### src/hw/rtl/etq_pkg.sv
package etq_pkg;

    localparam logic [1:0] OP_SCHEDULE = 2'd0;
    localparam logic [1:0] OP_FLUSH    = 2'd1;
    localparam logic [1:0] OP_STATUS   = 2'd2;
    localparam logic [1:0] OP_COMPLETE = 2'd3;

    localparam logic [3:0] KIND_PRIME   = 4'd0;
    localparam logic [3:0] KIND_APPEND  = 4'd1;
    localparam logic [3:0] KIND_EMPTY   = 4'd2;
    localparam logic [3:0] KIND_NOREG   = 4'd3;
    localparam logic [3:0] KIND_DONE    = 4'd4;
    localparam logic [3:0] KIND_ERROR   = 4'd5;
    localparam logic [3:0] KIND_NONE    = 4'd6;
    localparam logic [3:0] KIND_FLUSHED = 4'd7;
    localparam logic [3:0] KIND_STATUS  = 4'd8;

    localparam logic [3:0] FLAG_ACTIVE   = 4'h1;
    localparam logic [3:0] FLAG_ERR_MASK = 4'hE;

    localparam int MAX_RES = 8;

    // entries per queue; the entry fields are sized for this depth
    localparam int POOL_DEPTH = 8;

    typedef struct packed {
        logic [3:0]  kind;
        logic [2:0]  entry;
        logic [2:0]  prev;
        logic [14:0] xfer;
        logic [31:0] tag;
        logic        notify;
    } res_t;

    function automatic res_t mk_res(logic [3:0] kind, logic [2:0] entry, logic [2:0] prev,
                                    logic [14:0] xfer, logic [31:0] tag, logic notify);
        res_t r;
        r.kind   = kind;
        r.entry  = entry;
        r.prev   = prev;
        r.xfer   = xfer;
        r.tag    = tag;
        r.notify = notify;
        return r;
    endfunction

endpackage

### src/hw/rtl/etq_qstate_mem.sv
module etq_qstate_mem #(
    parameter int NQ        = 24,
    parameter int QW        = 5,
    parameter int EW        = 4
) (
    input  logic            aclk,
    input  logic            aresetn,
    input  logic [NQ-1:0]   clr,
    input  logic [QW-1:0]   rd_addr,
    output logic [3*EW-1:0] rd_data,
    input  logic            we,
    input  logic [QW-1:0]   wr_addr,
    input  logic [3*EW-1:0] wr_data
);
    import etq_pkg::*;

    localparam logic [EW-1:0] NIL = EW'(POOL_DEPTH);

    logic [3*EW-1:0] mem [NQ];
    logic [3*EW-1:0] rd_mem_reg;
    logic            rd_valid_reg;
    logic [NQ-1:0]   valid_reg;
    logic [NQ-1:0]   valid_next;

    always_comb begin
        valid_next = valid_reg;
        for (int i = 0; i < NQ; i++) begin
            if (we && (int'(wr_addr) == i)) begin
                valid_next[i] = 1'b1;
            end
        end
        valid_next = valid_next & ~clr;
    end

    always_ff @(posedge aclk) begin
        if (!aresetn) begin
            valid_reg <= '0;
        end else begin
            valid_reg <= valid_next;
        end
    end

    always_ff @(posedge aclk) begin
        if (we) begin
            mem[wr_addr] <= wr_data;
        end
        rd_mem_reg   <= mem[rd_addr];
        rd_valid_reg <= valid_reg[rd_addr];
    end

    // invalid queue reads as freshly initialized: free 0, head and tail null
    assign rd_data = rd_valid_reg ? rd_mem_reg : {EW'(0), NIL, NIL};

endmodule

### config.mk
export PLATFORM = sky130hd
export DESIGN_NAME = etq_qstate_mem
export DESIGN_NICKNAME = d
export VERILOG_FILES = /design/src/hw/rtl/etq_pkg.sv /design/src/hw/rtl/etq_qstate_mem.sv
export SDC_FILE = /design/constraint.sdc
export NUM_CORES = 1
export LEC_CHECK = 0
export CORE_ASPECT_RATIO = 2
export CORE_MARGIN = 8
export CORE_UTILIZATION = 55
export DETAILED_ROUTE_END_ITERATION = 6
export DONT_BUFFER_PORTS = 1
export MAX_ROUTING_LAYER = met4
export PLACE_DENSITY_LB_ADDON = 0.08
export SETUP_SLACK_MARGIN = 0.3
export SKIP_LAST_GASP = 1
export SYNTH_ARGS = -nofsm -noshare
export SYNTH_HDL_FRONTEND = slang
export SYNTH_SLANG_ARGS = --single-unit
### constraint.sdc
create_clock -name aclk -period 2.6 [get_ports aclk]
set_clock_uncertainty 0.1 [all_clocks]
set_input_delay 0.13 -clock aclk [delete_from_list [all_inputs] [get_ports aclk]]
set_output_delay 0.13 -clock aclk [all_outputs]
set_load 0.03 [all_outputs]
# ---- Word-level counts from Yosys, hierarchy flattened
# Memories as Yosys holds them, arrays and structs flattened. A register that Yosys moved wholly into a read port is not among the register bits.
# Cells that the tools add are included.
dict set report totals {
  ff_bits 25
  mem_bits_rw 288
  input_bits 49
  out_inout_bits 12
  wordCells 83
  memories 1
}
# memory words width rd rd_clocked_by_memory_dff wr line_no
set mem_list {}
lappend mem_list {mem 24 12 1 1 1 etq_qstate_mem.sv:19} ;# logic [3*EW-1:0] mem [NQ];
dict set report op_classes {
  order_cmp 1
  eq_ne 23
  muxes 29
  bitwise_logic 2
  n_reduce_logical 25
}
# operator n
set ops {}
lappend ops {{5-bit equality test (second input constant)} 16}
lappend ops {{1-bit 2-to-1 mux} 27}
lappend ops {{24-bit AND} 1}
lappend ops {{1-bit logical AND} 24}
lappend ops {{24-bit NOT} 1}
lappend ops {{5-bit by 4-bit equality test with 1-bit output (second input constant)} 4}
lappend ops {{12-bit 2-to-1 mux} 1}
lappend ops {{5-bit by 3-bit equality test with 1-bit output (second input constant)} 2}
lappend ops {{5-bit by 6-bit < comparator with 1-bit output (second input constant)} 1}
lappend ops {{1-bit binary-select mux with 5-bit select} 1}
lappend ops {{5-bit by 2-bit equality test with 1-bit output (second input constant)} 1}
lappend ops {{5-bit logical NOT} 1}

# ---- Depth between registers and ports, before layout
# Gate-level depths: netlist of run 1.
dict set report depth {
  word_depth 4
  ltp_mapped 8
  depth_no_buf 4
}

# ---- Worst setup path after synthesis of run 1
# Ideal clock, no wire load.
dict set report synth_timing {
  path_type {in2reg}
  from {input wr_addr[4]}
  to {memory mem[0][0] (netlist name), enable pin}
  setup_time_ns 0.382
  arrival_time_ns 1.433
  required_time_ns 2.118
  slack_ns 0.685
  stages 2
  path_buffers 0
  path_cell_list {or4b_2 -> nor2_1}
}
# item line_no
set synth_rtl {}
lappend synth_rtl {{from (decl)} etq_qstate_mem.sv:12} ;# input logic [QW-1:0] wr_addr,
lappend synth_rtl {{to (decl)} etq_qstate_mem.sv:19}
# No word-level cell before the write port.

# ---- Final worst setup path of run 1
dict set report layout_timing {
  from {input wr_addr[0]}
  to {register valid_reg[8]}
}
dict set report layout_via {
  elab_chain_cells 4
}
# item line_no
set layout_rtl {}
lappend layout_rtl {{5-bit equality test} etq_qstate_mem.sv:28} ;# if (we && (int'(wr_addr) == i)) begin
lappend layout_rtl {{1-bit logical AND} etq_qstate_mem.sv:28}
lappend layout_rtl {{1-bit 2-to-1 mux} etq_qstate_mem.sv:28}
lappend layout_rtl {{24-bit AND} etq_qstate_mem.sv:32} ;# valid_next = valid_next & ~clr;
lappend layout_rtl {{to (signal assigned)} etq_qstate_mem.sv:39} ;# valid_reg <= valid_next;
lappend layout_rtl {{to (decl)} etq_qstate_mem.sv:22} ;# logic [NQ-1:0] valid_reg;
# No other way between the ends.
# A chain may end at the register's enable or synchronous reset.

==> out/metrics.csv, run 1 <==
stage,metric,value,unit
timing,period utilization,85.0,%
worst_setup_path,Required @ worst endpoint,2.98,ns
timing,Setup TNS,0,ns
worst_setup_path,Worst R2R Path Depth,5,
cts,Bufs on Longest Clock Path,3,
final_layout,fin util,65.3,%
synthesis,"Async S/R FF share, synth",0,%
floorplan,IO Pins,61,
grt,number of global-route vias before repair,7313,
synthesis,Netlist cell types,26,
synthesis,"Seq/Total Area, Yosys",74.4,%
grt,met3 track demand over resource,3.09,%
route,Pre-Repair DR Iteration Count,4,
worst_setup_path,slowest CP cell,dlygate4sd3_1,
grt,initial antenna violation count,2,
worst_setup_path,reg-to-reg startpoint,mem[21][3],
final_layout,share of cells above drive strength 1,14.4,%
timing,final hold violations,0,
final_layout,max FFs per register,288,
final_layout,area grow syn2layout,17.1,%
synthesis,Yosys Warn Count,0,
worst_setup_path,Worst Setup EP,valid_reg[8],
worst_setup_path,CP Class,in2reg,
pwr,P_leak,5.10,nW
worst_setup_path,CP endpoint kind,flip-flop,
grt,GRT Residual Overflow,0,
floorplan,Vert. Die Dim,230,um
floorplan,core area,22600,um^2
place,hpwl dp,17900,um
timing,Hold Slack,0.00259,ns
place,gpl congestion,0.832,
cts,clock tree sinks,325,
run_status,status,finished clean,
cts,Clock Pin Slew Worst Setup and Hold Paths,0.07,ns
floorplan,Initial Util,55.7,%
worst_setup_path,Worst Path Arrival,2.59,ns
worst_setup_path,Worst setup startpoint,wr_addr[0],
grt,Tot GR Track Use,22.4,%
pwr,Peak supply drop,0.670,mV
min_path,hold crit path type,in2reg,
route,DRT antenna net count,0,
synthesis,ys flop type,edfxtp_1,
timing,RSZ-0062 raised after global routing,yes,
place,Port Buf Inserts,0,
cts,CTS tree,built,
timing,Worst Max-Slew Pin Slew,1.02,ns
synthesis,Post-Syn Instances,719,
route,routed vias,6761,
worst_setup_path,Reg2Reg Setup Slack,0.53,ns
synthesis,Synth Register Bits,325,
worst_setup_path,Worst Path Max Fanout,8,
floorplan,num rows,78,
final_layout,# nets final,874,
synthesis,synthesized area per cell,17.6,um^2
grt,met2 GRT Util,39.5,%
grt,first-pass GRT wire length,45100,um
cts,Root Buffer,clkbuf_16,
cts,"Setup Fix Bufs, Post-CTS",0,
synthesis,Syn Std Cell Area,12600,um^2
synthesis,Post-synth EDFFs,288,
final_layout,"Design Area, Final",14800,um^2
route,DR WL/cell,26.2,um
worst_setup_path,worst path cell trace,dlygate4sd3_1 > or2_2 > nor2_1 > buf_4 > nor2_1 > nor3b_1 > dlygate4sd3_1,
floorplan,Die Span X,123,um
flow_run,max_cap viols,0,
timing,final slew viol count,0,
pwr,Pwr per Cell Area,710,nW/um^2
timing,upper clock frequency limit,452,MHz
grt,GRT busiest layer,met2,
timing,final setup vio count,0,
worst_setup_path,crit-path max cell delay,0.59,ns
timing,Tmin final,2.21,ns
place,placed inst area,13000,um^2
grt,largest net degree at the start of global routing,65,
route,starting DRC count in detailed routing,437,
timing,Rel. slew slack,32.0,%
cts,clock latency on the worst-skew pair,0.55,ns
cts,H-tree Lvls,1,
route,final WL,29600,um
route,DRC,0,
grt,grt met1 use,24.7,%
worst_setup_path,CP startpoint kind,input port,
floorplan,Die Area,28300,um^2
cts,CTS buffer count,27,
worst_setup_path,reg2reg end,rd_mem_reg[3],
synthesis,syn nets,768,
route,vias per cell,5.99,
-- cells in the mapped netlist (4+ instances only) --
cell type	count	area share [%]
mux4_1	5	1.0
nor2_1	55	1.6
o211ai_1	5	0.30
mux2i_1	94	7.5
buf_4	7	0.42
mux4_2	26	4.6
edfxtp_1	288	69
nand3_1	32	1.3
buf_2	13	0.52
a22oi_1	34	2.0
and2_1	11	0.55
nor3b_1	24	1.4
dfxtp_1	37	5.9
nor2b_1	4	0.20
nand4_1	7	0.35
nand2b_1	5	0.25
nand2_1	34	1.0
mux2_2	13	1.2
clkbuf_1	13	0.39
-- layout by cell type, fill, tap and decap left out --
cell and instances:
nand4bb_1 3, clkinv_2 4, bufinv_16 4, inv_6 2
a22oi_1 34, nand3_1 32, or4b_2 1, clkbuf_16 27
buf_16 1, clkbuf_8 2, clkinv_4 1, nor2_2 1
nor2_1 54, clkinv_1 1, nand4b_1 2, diode_2 2
clkbuf_1 5, edfxtp_1 288, buf_4 33, nand4_1 7
or2_2 1, a21oi_1 1, dlygate4sd3_1 78, dfxtp_1 37
nand2_1 34, and2_1 11, nor2b_1 4, buf_12 2
nor3b_1 24, mux4_1 5, o211ai_1 5, nand2b_1 5
clkinvlp_4 4, mux4_2 26, mux2i_1 94, mux2_2 13
-- logic make-up after synthesis --
group                  after synthesis  share of synthesized area [%]
AOI/OAI and AO/OA                   40                           2.36
muxes                              138                           14.3
and+or+nand+nor                    179                           7.22
buffers and inverters               37                           1.74
DFF                                325                           74.4
-- final cells by class --
cell class,instances,area (um^2)
timing repair buffer,114,1100
clock buffer,34,722
multi-input combinational,357,3020
fill,1589,7860
antenna,2,5.00
sequential,325,9390
tap,280,350
clock inverter,16,200
-- critical path: cells and delay by family --
kind / cells / cell delay (ns)
buffers and inverters: 3 / 1.41
AND/OR/NAND/NOR: 4 / 1.05
-- what timing repair did --
action | 4_1_cts | 5_1_grt
resized for setup | 0 | 1
hold endpoints to repair | 350 | 5
setup endpoints to repair | 0 | 3
hold buffers | 80 | 1
-- power breakdown --
| part | leakage [nW] | switching [W] | internal [W] |
|---|---|---|---|
| registers | 2.90 | 0.0000258 | 0.00576 |
| logic | 1.76 | 0.000309 | 0.000237 |
| clock network | 0.441 | 0.00179 | 0.00238 |
-- how the worst min path moves through the flow --
stage / start / end / slack [ns] / cells after the start
2_1_floorplan: clr[0] / valid_reg[0] / 0.11 / 1
3_3_place_gp: clr[13] / valid_reg[13] / 0.11 / 1
3_5_place_dp: clr[13] / valid_reg[13] / 0.11 / 1
4_1_cts: rd_addr[0] / rd_mem_reg[3] / 0.002 / 4
5_1_grt: rd_addr[0] / rd_mem_reg[11] / 0.02 / 4
6_report: rd_addr[2] / rd_mem_reg[6] / 0.003 / 4
-- metal layers --
layer  share of wire [%]  vias to the layer above  routed length (um)
li1                    -                     3028                   -
met1                  36                     3512               10700
met2                  56                      170               16600
met3                 4.6                       51                1350
met4                 3.1                        0                 927
met5                   0                        -                   0
-- per-stage QoR --
step / setup slack (ns) / power [W] / std cells
after floorplan: 0.685 / 0.00622 / 719
after global placement: 0.932 / 0.00623 / 995
after detailed placement: 0.898 / 0.00624 / 995
after CTS: 0.450 / 0.0106 / 1125
after global routing: 0.253 / 0.0108 / 1128
final: 0.390 / 0.0105 / 1128
(Power assumes the default switching activity.)
==> run 2: changes to the inputs <==
--- a/config.mk
+++ b/config.mk
@@ -5,9 +5,11 @@
 export SDC_FILE = /design/constraint.sdc
 export NUM_CORES = 1
 export LEC_CHECK = 0
+export ABC_AREA = 1
 export CORE_ASPECT_RATIO = 2
 export CORE_MARGIN = 8
 export CORE_UTILIZATION = 55
+export CTS_CLUSTER_DIAMETER = 80
 export DETAILED_ROUTE_END_ITERATION = 6
 export DONT_BUFFER_PORTS = 1
 export MAX_ROUTING_LAYER = met4
==> out/metrics.csv, run 2 <==
stage,metric,value,unit,change
synthesis,Synth top cells by count,"nand2_1 (320), edfxtp_1 (288), inv_1 (185), nand3_1 (170), nor2_1 (127)",,
timing,final setup vio count,0,,unchanged
run_status,failing checks,negative hold slack,,
synthesis,syn nets,1353,,+76%
route,routed vias,9517,,+41%
floorplan,num rows,81,,+3.8%
timing,setup slack after layout,0.365,ns,-0.0253 ns
place,Inst Count DP,1605,,+61%
run_status,status,"finished, violations left",,
grt,first-pass GRT wire length,58000,um,+29%
timing,Setup TNS,0,ns,unchanged
route,DRT antenna net count,0,,unchanged
synthesis,top post-synthesis cells by area,"edfxtp_1 (64%), nand2_1 (8.8%), nand3_1 (6.3%)",,
pwr,Pwr per Cell Area,680,nW/um^2,-4.3%
final_layout,"most common cell after layout, fill and taps aside",nand2_1,,
floorplan,core area,24400,um^2,+7.9%
synthesis,ys flop type,edfxtp_1,,
timing,upper clock frequency limit,447,MHz,-1.1%
place,gpl congestion,0.851,,+2.2%
worst_setup_path,slowest CP cell,dlygate4sd3_1,,
cts,clock tree sinks,325,,unchanged
worst_setup_path,Required @ worst endpoint,3.01,ns,+0.03 ns
synthesis,Synth Register Bits,325,,unchanged
final_layout,"commonest cells after routing, fill and taps aside","nand2_1 (320), edfxtp_1 (288), inv_1 (185)",,
route,final WL,38000,um,+29%
route,Pre-Repair DR Iteration Count,5,,+1
floorplan,IO Pins,61,,unchanged
synthesis,"Seq/Total Area, Yosys",69.0,%,-5.4 points
floorplan,Vert. Die Dim,238,um,+3.6%
timing,Tmin final,2.24,ns,+0.0253 ns
place,setup slack after placement,0.856,ns,-0.0413 ns
synthesis,Syn Std Cell Area,13600,um^2,+7.8%
route,DR WL/cell,21.8,um,-17%
grt,number of global-route vias before repair,9649,,+32%
place,Port Buf Inserts,0,,unchanged
worst_setup_path,CP Class,in2reg,,
cts,CTS tree,built,,
worst_setup_path,Worst Path Max Fanout,9,,+1
timing,Rel. slew slack,23.7,%,-8.2 points
worst_setup_path,Worst Path Arrival,2.65,ns,+0.06 ns
cts,CTS buffer count,29,,+7.4%
timing,RSZ-0062 raised after global routing,yes,,
min_path,hold crit path type,in2reg,,
grt,GRT Residual Overflow,0,,unchanged
final_layout,max FFs per register,288,,unchanged
synthesis,most common cell in the netlist,nand2_1,,
cts,H-tree Lvls,1,,unchanged
synthesis,Post-synth EDFFs,288,,unchanged
route,starting DRC count in detailed routing,858,,+96%
worst_setup_path,"delay-heaviest family, CP",buffers and inverters,,
worst_setup_path,CP startpoint kind,input port,,
floorplan,Initial Util,55.7,%,about the same
final_layout,Fillers,1946,,+22%
route,vias per cell,5.46,,-8.9%
final_layout,area grow syn2layout,16.0,%,
pwr,P_leak,6.40,nW,+26%
grt,Tot GR Track Use,26.5,%,+4.1 points
synthesis,Post-Syn Instances,1304,,+81%
cts,"Setup Fix Bufs, Post-CTS",0,,unchanged
grt,initial antenna violation count,0,,-2
final_layout,"Design Area, Final",15800,um^2,+6.8%
timing,period utilization,86.0,%,+0.97 points
worst_setup_path,CP endpoint kind,flip-flop,,
synthesis,synthesized area per cell,10.4,um^2,-41%
final_layout,# nets final,1436,,+64%
final_layout,fin cells,1743,,+55%
timing,Hold Slack,-0.00328,ns,-0.00587 ns
pwr,Peak supply drop,0.704,mV,+4.9%
route,DRC,0,,unchanged
worst_setup_path,crit-path max cell delay,0.60,ns,about the same
worst_setup_path,WP buf/inv,4,,+1
cts,Bufs on Longest Clock Path,3,,unchanged
cts,Root Buffer,clkbuf_16,,
place,placed inst area,14000,um^2,+7.4%
grt,largest net degree at the start of global routing,81,,+25%
timing,final hold violations,1,,+1
worst_setup_path,worst path cell trace,dlygate4sd3_1 > inv_1 > nor2_1 > nand2_1 > nor2_2 > buf_4 > o21ai_0 > nor2_1 > dlygate4sd3_1,,
timing,Worst Max-Slew Pin Slew,1.14,ns,+0.123 ns
place,hpwl dp,21100,um,+18%
final_layout,share of cells above drive strength 1,6.24,%,-8.2 points
synthesis,"Async S/R FF share, synth",0,%,unchanged
cts,clock latency on the worst-skew pair,0.58,ns,+0.03 ns
timing,final slew viol count,0,,unchanged
floorplan,Die Area,30300,um^2,+7.0%
flow_run,max_cap viols,0,,unchanged
synthesis,top-area cell type share of the netlist area,63.6,%,-5.0 points
synthesis,Netlist cell types,18,,-31%
synthesis,post-synth top area cell,edfxtp_1,,
cts,Clock Pin Slew Worst Setup and Hold Paths,0.07,ns,about the same
synthesis,Yosys Warn Count,0,,unchanged
floorplan,Die Span X,127,um,+3.3%
-- run 2: cell types whose count changed after synthesis, moves of 26 or more --
cell and change:
a22oi_1 -34, inv_1 +185, mux2i_1 -94, mux4_2 -26, nand2_1 +286, nand3_1 +138, nor2_1 +72, o21ai_0 +71
-- run 2: cell families (layout without fill, tap and decap cells) --
group | count (synthesis) | in the layout | share of synthesized area [%]
simple gates | 624 | 624 | 18.9
flops | 325 | 325 | 69.0
buf+inv | 253 | 359 | 7.88
compound gates | 102 | 102 | 4.23
other cells | 0 | 1 | 0
-- run 2: metal layers --
layer | vias to the layer above | track usage [%] | part of all wire (%) | wire length [um]
met5 | - | - | 0 | 0
li1 | 4461 | - | - | -
met1 | 4544 | 29.8 | 37 | 14000
met3 | 113 | 3.96 | 6.9 | 2640
met2 | 399 | 44.8 | 51 | 19300
met4 | 0 | 13.6 | 5.6 | 2110
-- run 2: stage by stage --
| step | utilization, % | hold slack (ns) | total power [W] |
|---|---|---|---|
| after global routing | 64.6 | 0.0211 | 0.0110 |
| after global placement | 57.2 | 0.103 | 0.00639 |
| after CTS | 64.5 | 0.000115 | 0.0108 |
| after floorplan | - | 0.102 | 0.00631 |
| final | 64.6 | -0.00328 | 0.0107 |
| after detailed placement | 57.2 | 0.105 | 0.00640 |
-- run 2: worst register-to-register path: cells and delay by family, from the launching register on --
| kind | cells | cell delay (ns) |
|---|---|---|
| compound gates | 2 | 0.21 |
| buf+inv | 2 | 1.14 |
| flops | 1 | 0.36 |
| simple gates | 4 | 0.27 |
-- run 2: final timing paths --
path	slack, ns	start	end	cells after the start
setup / recovery	0.36	wr_addr[0]	valid_reg[21]	9
setup reg to reg	0.40	mem[22][4]	rd_mem_reg[4]	8
hold reg to reg	0.55	mem[23][8]	rd_mem_reg[8]	4
hold / removal	-0.003	rd_addr[0]	rd_mem_reg[2]	6
-- run 2: where the power goes --
group          total, W  switching (W)  internal (W)
clock           0.00421        0.00190       0.00231
sequential      0.00580      0.0000417       0.00576
combinational  0.000718       0.000492      0.000226
total            0.0107        0.00243       0.00829
-- run 2: cell type report --
class                           count  area (um^2)  share of cell area (%)
Sequential cell                   325         9390                    59.5
Multi-Input combinational cell    726         3170                    20.1
Timing Repair Buffer              118         1180                    7.45
Antenna cell                        1         2.50                  0.0159
Inverter                          187          704                    4.47
Tap cell                          332          415                    2.63
Clock buffer                       43          830                    5.26
Clock inverter                     11         88.8                   0.563
-- run 2: what timing repair did --
item                       in CTS  in global routing
gates resized for setup         0                  6
hold endpoints to repair      362                  0
hold buffers                   83                  0
setup endpoints to repair       0                  7
